--- src/rtl/core/probe_request_ssid_collector_assert.svh ---
// assertion macros shared by the collector rtl
// no dependencies; include by bare file name
`ifndef PROBE_REQUEST_SSID_COLLECTOR_ASSERT_SVH
`define PROBE_REQUEST_SSID_COLLECTOR_ASSERT_SVH

// same-cycle implication, disabled while in reset
`define PRSC_ASSERT_IMPL(label, clk, rst_n, ante, cons, msg) \
  label: assert property (@(posedge clk) disable iff (!rst_n) (ante) |-> (cons)) \
    else $error(msg);

// next-cycle implication, disabled while in reset
`define PRSC_ASSERT_NEXT(label, clk, rst_n, ante, cons, msg) \
  label: assert property (@(posedge clk) disable iff (!rst_n) (ante) |=> (cons)) \
    else $error(msg);

`endif

--- src/rtl/core/prsc_pkg.sv ---
// types and constants for the probe request ssid collector
// no dependencies
`timescale 1ns / 1ps

package prsc_pkg;

  localparam int unsigned SSID_MAX_BYTES = 32;
  localparam int unsigned SSID_LEN_W     = 6;

  localparam logic [7:0] PROBE_REQ_BYTE = 8'h40;
  localparam logic [7:0] SSID_TAG       = 8'h00;
  localparam logic [7:0] PRINT_LOW      = 8'd32;
  localparam logic [7:0] PRINT_HIGH     = 8'd126;
  localparam logic [6:0] MIN_FRAME_LEN  = 7'd28;

  localparam logic [5:0] TAG_ID_POS   = 6'd24;
  localparam logic [5:0] TAG_LEN_POS  = 6'd25;
  localparam logic [5:0] SSID_POS     = 6'd26;
  localparam logic [5:0] SSID_POS_END = 6'(26 + SSID_MAX_BYTES);
  localparam logic [5:0] POS_MAX      = 6'd63;

  typedef logic [SSID_MAX_BYTES-1:0][7:0] ssid_t;

  typedef enum logic [2:0] {
    VD_NOT_PROBE = 3'd0,
    VD_BAD_TAG   = 3'd1,
    VD_DUPLICATE = 3'd2,
    VD_ADDED     = 3'd3,
    VD_FULL      = 3'd4
  } verdict_e;

  typedef enum logic {
    ST_IDLE   = 1'b0,
    ST_SEARCH = 1'b1
  } state_e;

  // frame check outcome, valid on the byte that ends the frame
  typedef struct packed {
    logic                  probe_ok;
    logic                  tag_ok;
    logic [SSID_LEN_W-1:0] ssid_len;
  } judge_t;

  // one table entry: length and bytes
  typedef struct packed {
    logic [SSID_LEN_W-1:0] len;
    ssid_t                 ssid;
  } entry_t;

endpackage

--- src/rtl/core/prsc_frame_parser.sv ---
// per-frame byte parser: header, ssid tag, ssid bytes and printable check
// depends on prsc_pkg
`timescale 1ns / 1ps

module prsc_frame_parser (
  input  logic                clk_i,
  input  logic                rst_ni,
  input  logic                byte_acc_i,
  input  logic [7:0]          frame_byte_i,
  input  logic                is_management_i,
  input  logic                frame_end_i,
  output prsc_pkg::judge_t    judge_o,
  output prsc_pkg::ssid_t     ssid_o
);

  logic [5:0]            pos_q, pos_d;
  logic [7:0]            hdr_q, hdr_d;
  logic [7:0]            tag_id_q, tag_id_d;
  logic [7:0]            tag_len_q, tag_len_d;
  logic                  np_q, np_d;
  logic                  mgmt_q, mgmt_d;
  prsc_pkg::ssid_t       ssid_q;

  logic                  in_ssid;
  logic [5:0]            ssid_off;
  logic [4:0]            ssid_k;
  logic                  printable;
  logic [6:0]            len;
  logic [8:0]            ssid_end;

  // where the current byte lands
  assign in_ssid   = (pos_q >= prsc_pkg::SSID_POS) && (pos_q < prsc_pkg::SSID_POS_END);
  assign ssid_off  = pos_q - prsc_pkg::SSID_POS;
  assign ssid_k    = ssid_off[4:0];
  assign printable = (frame_byte_i >= prsc_pkg::PRINT_LOW) &&
                     (frame_byte_i <= prsc_pkg::PRINT_HIGH);
  assign len       = {1'b0, pos_q} + 7'd1;

  // field values including the current byte
  always_comb begin
    hdr_d     = hdr_q;
    mgmt_d    = mgmt_q;
    tag_id_d  = tag_id_q;
    tag_len_d = tag_len_q;
    np_d      = np_q;
    if (pos_q == 6'd0) begin
      hdr_d  = frame_byte_i;
      mgmt_d = is_management_i;
    end else if (pos_q == prsc_pkg::TAG_ID_POS) begin
      tag_id_d = frame_byte_i;
    end else if (pos_q == prsc_pkg::TAG_LEN_POS) begin
      tag_len_d = frame_byte_i;
    end else if (in_ssid && ({3'b000, ssid_k} < tag_len_q) && !printable) begin
      np_d = 1'b1;
    end
    pos_d = (pos_q < prsc_pkg::POS_MAX) ? pos_q + 6'd1 : pos_q;
  end

  // frame verdict inputs for the byte that ends the frame
  assign ssid_end = 9'd26 + {1'b0, tag_len_d};

  always_comb begin
    judge_o.probe_ok = mgmt_d && (len >= prsc_pkg::MIN_FRAME_LEN) &&
                       (hdr_d == prsc_pkg::PROBE_REQ_BYTE);
    judge_o.tag_ok   = (tag_id_d == prsc_pkg::SSID_TAG) && (tag_len_d != 8'd0) &&
                       (tag_len_d <= 8'(prsc_pkg::SSID_MAX_BYTES)) &&
                       (ssid_end <= {2'b00, len}) && !np_d;
    judge_o.ssid_len = tag_len_d[5:0];
  end

  // per-frame control state, cleared after each frame end
  always_ff @(posedge clk_i or negedge rst_ni) begin
    if (!rst_ni) begin
      pos_q     <= '0;
      hdr_q     <= '0;
      tag_id_q  <= '0;
      tag_len_q <= '0;
      np_q      <= 1'b0;
      mgmt_q    <= 1'b0;
    end else if (byte_acc_i) begin
      if (frame_end_i) begin
        pos_q     <= '0;
        hdr_q     <= '0;
        tag_id_q  <= '0;
        tag_len_q <= '0;
        np_q      <= 1'b0;
        mgmt_q    <= 1'b0;
      end else begin
        pos_q     <= pos_d;
        hdr_q     <= hdr_d;
        tag_id_q  <= tag_id_d;
        tag_len_q <= tag_len_d;
        np_q      <= np_d;
        mgmt_q    <= mgmt_d;
      end
    end
  end

  // ssid bytes; only bytes below the tag length are ever compared
  always_ff @(posedge clk_i) begin
    if (byte_acc_i && in_ssid) begin
      ssid_q[ssid_k] <= frame_byte_i;
    end
  end

  assign ssid_o = ssid_q;

endmodule

--- config.mk ---
export PLATFORM = sky130hd
export DESIGN_NAME = prsc_frame_parser
export DESIGN_NICKNAME = d
export VERILOG_FILES = /design/src/rtl/core/probe_request_ssid_collector_assert.svh /design/src/rtl/core/prsc_pkg.sv /design/src/rtl/core/prsc_frame_parser.sv
export SDC_FILE = /design/constraint.sdc
export NUM_CORES = 1
export LEC_CHECK = 0
export ABC_AREA = 1
export ABC_CLOCK_PERIOD_IN_PS = 3320
export BUFFER_PORTS_ARGS = -buffer_cell sky130_fd_sc_hd__buf_2
export CORE_ASPECT_RATIO = 0.6
export CORE_MARGIN = 2
export CORE_UTILIZATION = 35
export DETAILED_ROUTE_END_ITERATION = 8
export HOLD_SLACK_MARGIN = 0.06
export PLACE_DENSITY = 0.65
export SLEW_MARGIN = 20
export SYNTH_ARGS = -nofsm -noshare
export SYNTH_HDL_FRONTEND = slang
export SYNTH_SLANG_ARGS = --single-unit
export TNS_END_PERCENT = 1
--- constraint.sdc ---
create_clock -name clk_i -period 3.32 [get_ports clk_i]
set_input_delay 0.166 -clock clk_i [delete_from_list [all_inputs] [get_ports clk_i]]
set_output_delay 0.166 -clock clk_i [all_outputs]
set_load 0.01 [all_outputs]
Word level (Yosys, flattened, before mapping)
Index checks and enable logic that the tools add are counted.

Memory bits (writable): 0. Input port bits: 13. Output and inout bits: 264. Register bits after elaboration: 288. Memories kept: 0. Bits in read-only memories: 0. Bits in latches: 0. Logic and storage cells: 96.

$lt $le $gt $ge: 11. Reductions and logical operators: 19. Shift operators: 0. Eq/ne operators: 3. Add/subtract/negate cells: 4. $mul: 0. Mux-type cells: 21. Bitwise logic cells: 0. Divide/modulo/power cells: 0.

Operator list (count): $bwmux W256 (1); $mux W8 (10); $demux W8 S5 (1); $eq A6 B5 Y1 const B (2); $logic_and A1 B1 Y1 (12); $lt A6 B6 Y1 const B (2); $mux W6 (2); $add A5 B8 Y9 const A (1); $le A9 B7 Y1 (1); $eq A8 B7 Y1 const B (1); $ge A8 B6 Y1 const B (1); $le A8 B6 Y1 const B (1); $le A8 B7 Y1 const B (1); $logic_not A8 Y1 (1); $lt A5 B8 Y1 (1); $reduce_bool A8 Y1 (1); $add A6 B1 Y7 const B (1); $ge A7 B5 Y1 const B (1); $mux W1 (7); $add A6 B1 Y6 const B (1); $ge A6 B5 Y1 const B (1); $logic_not A6 Y1 (1); $lt A5 B6 Y1 const B (1); $ge A5 B1 Y1 const B (1); other kinds (4) (5).

Depth between registers and ports, before layout
Depth in word-level cells: 10. Gate-level depth with buffers: 22. Mapped depth without buffers: 21.

Least setup slack after synthesis
OpenSTA, ideal clock, no wires.

Path kind: reg2out. Start point: register pos_q[1]. End point: output port judge_o[6] in the netlist's numbering. Data arrival time: 2.713 ns. Cell stages (with the launch flop): 21. Buffers on the path: 1. Required time: 3.154 ns. Path slack: 0.441 ns. Cell sequence: dfrtp_1 > inv_1 > ha_1 > inv_1 > nand2_4 > buf_12 > nand2_4 > nand2_4 > clkinv_2 > ha_1 > xor2_1 > ha_1 > nand2_1 > nor2_1 > nand2_1 > nand2_1 > o21ai_0 > a21oi_1 > nor2_1 > nand3_1 > nor2_1.

RTL lines: from (decl) (RTL line prsc_frame_parser.sv:16) `logic [5:0] pos_q, pos_d;`; from (signal assigned) (RTL line prsc_frame_parser.sv:89) `pos_q <= pos_d;`; to (decl) (RTL line prsc_frame_parser.sv:12) `output prsc_pkg::judge_t judge_o,`.

==> results.py <==
metrics = {
    "run_status": {
        "status": "finished with violations",
        "violations": "negative setup slack",
    },
    "finish": {
        "diodes": 0,
        "fin_area_um2": 13500,
        "finalNonFillerCells": 1379,
        "fin_nets": 1014,
        "finish.utilization_pct": 46.9,
        "layout-drive-gt1-share_pct": 40.3,
        "syn2layout_area_growth_pct": 31.8,
    },
    "setup_path": {
        "worstPathCellList": "inv_2 -> ha_4 -> nand3_4 -> nor2_8 -> nand2_4 -> buf_8 -> buf_6 -> o21ai_4 -> nor2_2 -> a21oi_2 -> xor2_1 -> ha_1 -> nand2_1 -> inv_1 -> and3_1 -> a21oi_1 -> nor2_1 -> nand3_1 -> nor2_1 -> buf_2",
        "critPathLaunchType": "flop",
        "crit_arrival_ps": 3230,
        "worstPathRequired_ps": 3150,
        "worstPathMaxFanout": 6,
        "cp_slowest_cell": "dfrtp_1",
        "end_kind": "output pin",
        "cpMostUsedCell": "nor2_1",
        "worst_path_largest_cell_delay_ps": 400,
        "worst-setup-path-type": "reg -> out",
    },
    "timing": {
        "finalSetupViolations": 1,
        "slew_headroom_pct": 45.4,
        "drv_slew": 0,
        "rsz0062_at_grt": "yes",
        "finalClockSkew_ps": 11.8,
        "post-route-period-util_pct": 102,
        "period_minus_slack_ps": 3390,
        "setup_slack_ps": -74.6,
        "fmax_ghz": 0.295,
        "tightest_slew_ps": 819,
        "hold_viol": 0,
    },
    "power_and_ir_drop": {
        "cellLeakagePower_uw": 0.00541,
        "powerDensity_nw_per_um2": 555,
        "ir_drop_mv": 0.310,
        "fin_total_pwr_uw": 7480,
    },
    "global_route": {
        "grt_start_max_net_pins": 35,
        "grt_overflow": 0,
        "grt_pass1_vias": 6364,
        "gr-usage-all-layers_pct": 18.8,
        "antenna_found_initial": 0,
        "grt_pass1_wl_um": 41800,
    },
    "synthesis": {
        "ys_types": 32,
        "ys_ff_latch": 288,
        "avgSynthCellArea_um2": 16.4,
        "syn_area_um2": 10200,
        "synth_cells": 626,
        "ys_seq_area_share_pct": 82.9,
        "syn_nets": 657,
        "ys_warn_count": 0,
    },
    "place": {
        "placed_cell_area_um2": 12300,
        "hpwl_um": 19800,
        "place_ws_ps": 133,
        "dp_cells": 1305,
        "port_buffers": 276,
        "gp_congestion": 0.899,
    },
    "floorplan": {
        "die_x_um": 225,
        "fp.dieH_um": 136,
        "dieArea_um2": 30700,
        "fp.coreArea_um2": 28800,
        "ios": 277,
        "initial_core_util_pct": 35.6,
        "rows": 48,
    },
    "clock_network": {
        "htreeDepth": 1,
        "clk_pin_slew_ps": 70,
        "clock_latency_ps": 560,
        "clock_sinks": 288,
        "root_buffer": "clkbuf_16",
        "cts_tree": "built",
        "cts.path.max_buffers": 3,
        "cts_made_buffers": 27,
    },
    "run": {
        "drv_cap": 0,
    },
    "routing": {
        "vias_per_cell": 4.74,
        "drtAntennaViolNets": 0,
        "wirelength_um": 29600,
        "vias": 6534,
        "drc": 0,
        "drt_iter0_drc": 519,
        "drt-wirelength-per-cell_um": 21.4,
        "first_pass_iters": 5,
    },
    "worst_hold_path": {
        "hold_path.class": "in -> reg",
    },
}
kinds of logic after synthesis:
kind of cell    synth area share [%]
fa+ha+maj                       2.20
flops                           82.9
buf+inv                         2.65
compound gates                  3.68
simple gates                    7.95
xor+xnor                       0.599
flip-flops by register name, summed over array words and instances (netlist names):
name and flops:
pos_q 6, mgmt_q 1, tag_len_q 8, hdr_q 8
np_q 1, ssid_o 256, tag_id_q 8
per-stage QoR:
stage | setup TNS [ps] | hold slack (ps)
final | -74.6 | 125
after global routing | -289 | 116
after CTS | -117 | 66.8
after detailed placement | 0 | 293
after global placement | 0 | 286
after floorplan | 0 | -130
synth_stat cells:
cell,instances,area share (%)
nor3_1,4,0.20
nand2_1,93,3.4
a21oi_2,1,0.086
o21ai_1,2,0.098
xor2_1,6,0.51
nand2_2,2,0.12
o21bai_1,1,0.073
clkinv_2,1,0.049
dfrtp_1,32,7.8
inv_2,2,0.073
nand3_1,18,0.88
buf_6,1,0.11
nor2_1,55,2.0
ha_1,18,2.2
o21ai_2,4,0.34
xnor2_1,1,0.086
a21boi_0,1,0.073
edfxtp_1,256,75
o22ai_1,22,1.3
inv_1,53,1.9
a21oi_1,7,0.34
and3_1,1,0.061
nand3_4,1,0.17
o21ai_0,27,1.3
clkbuf_1,4,0.15
nand4_1,3,0.18
buf_12,1,0.20
clkbuf_8,1,0.13
nor2_8,1,0.20
nor2_2,1,0.061
nand2_4,5,0.55
nand3_2,1,0.098
cell usage in the layout (no fill, tap or decap), drive strengths merged:
cell type / count
a21boi: 1
a21oi: 8
and3: 1
buf: 328
bufinv: 3
clkbuf: 35
clkinv: 9
clkinvlp: 3
dfrtp: 32
dlygate4sd3: 7
edfxtp: 256
ha: 18
inv: 56
nand2: 100
nand3: 20
nand4: 3
nor2: 57
nor3: 4
o21ai: 33
o21bai: 1
o22ai: 22
xnor2: 1
xor2: 6
layer usage:
layer / vias to the layer above / global-route usage, % / share of wire, %
li1: 2958 / - / -
met1: 3237 / 28.1 / 47
met3: 32 / 6.63 / 9.6
met2: 307 / 26.6 / 42
met4: 0 / 3.02 / 1.5
met5: - / 0 / 0
critical path, delay by kind of cell (launching register included):
kind | cells | cell delay [ps]
simple gates | 9 | 730
compound gates | 3 | 370
xor+xnor | 1 | 190
fa+ha+maj | 2 | 420
flops | 1 | 400
buf+inv | 5 | 540
what timing repair did:
item | CTS | global route
hold endpoints to repair | 46 | 5
pin swaps | 15 | 13
resized for setup | 21 | 9
hold buffers | 6 | 1
setup buffers | 15 | 2
endpoints found under the setup margin | 1 | 1
power by group:
group	internal, uW	total, uW	switching, uW
logic	109	378	268
registers	3970	3980	14.6
clock network	1790	3130	1340
total	5870	7480	1620
final timing paths:
path / startpoint / end / slack (ps) / depth (start not counted)
min in group asynchronous: rst_ni / tag_len_q[2] / 220 / 2
max: pos_q[1] / judge_o[6] / -70 / 20
max reg2reg: pos_q[4] / ssid_o[155] / 500 / 8
max in group asynchronous: rst_ni / pos_q[2] / 2550 / 2
min: frame_byte_i[2] / tag_id_q[2] / 120 / 5
min reg2reg: hdr_q[3] / hdr_q[3] / 490 / 2
area by class of cell:
| type | count | area [um^2] |
|---|---|---|
| clock buffer | 35 | 726 |
| clock inverter | 15 | 176 |
| fill | 2522 | 15300 |
| tap | 375 | 469 |
| sequential | 288 | 8490 |
| inverter | 56 | 214 |
| timing repair buffer | 335 | 1850 |
| multi-input combinational | 275 | 1560 |
No activity file was read; power rests on OpenSTA's default activity.
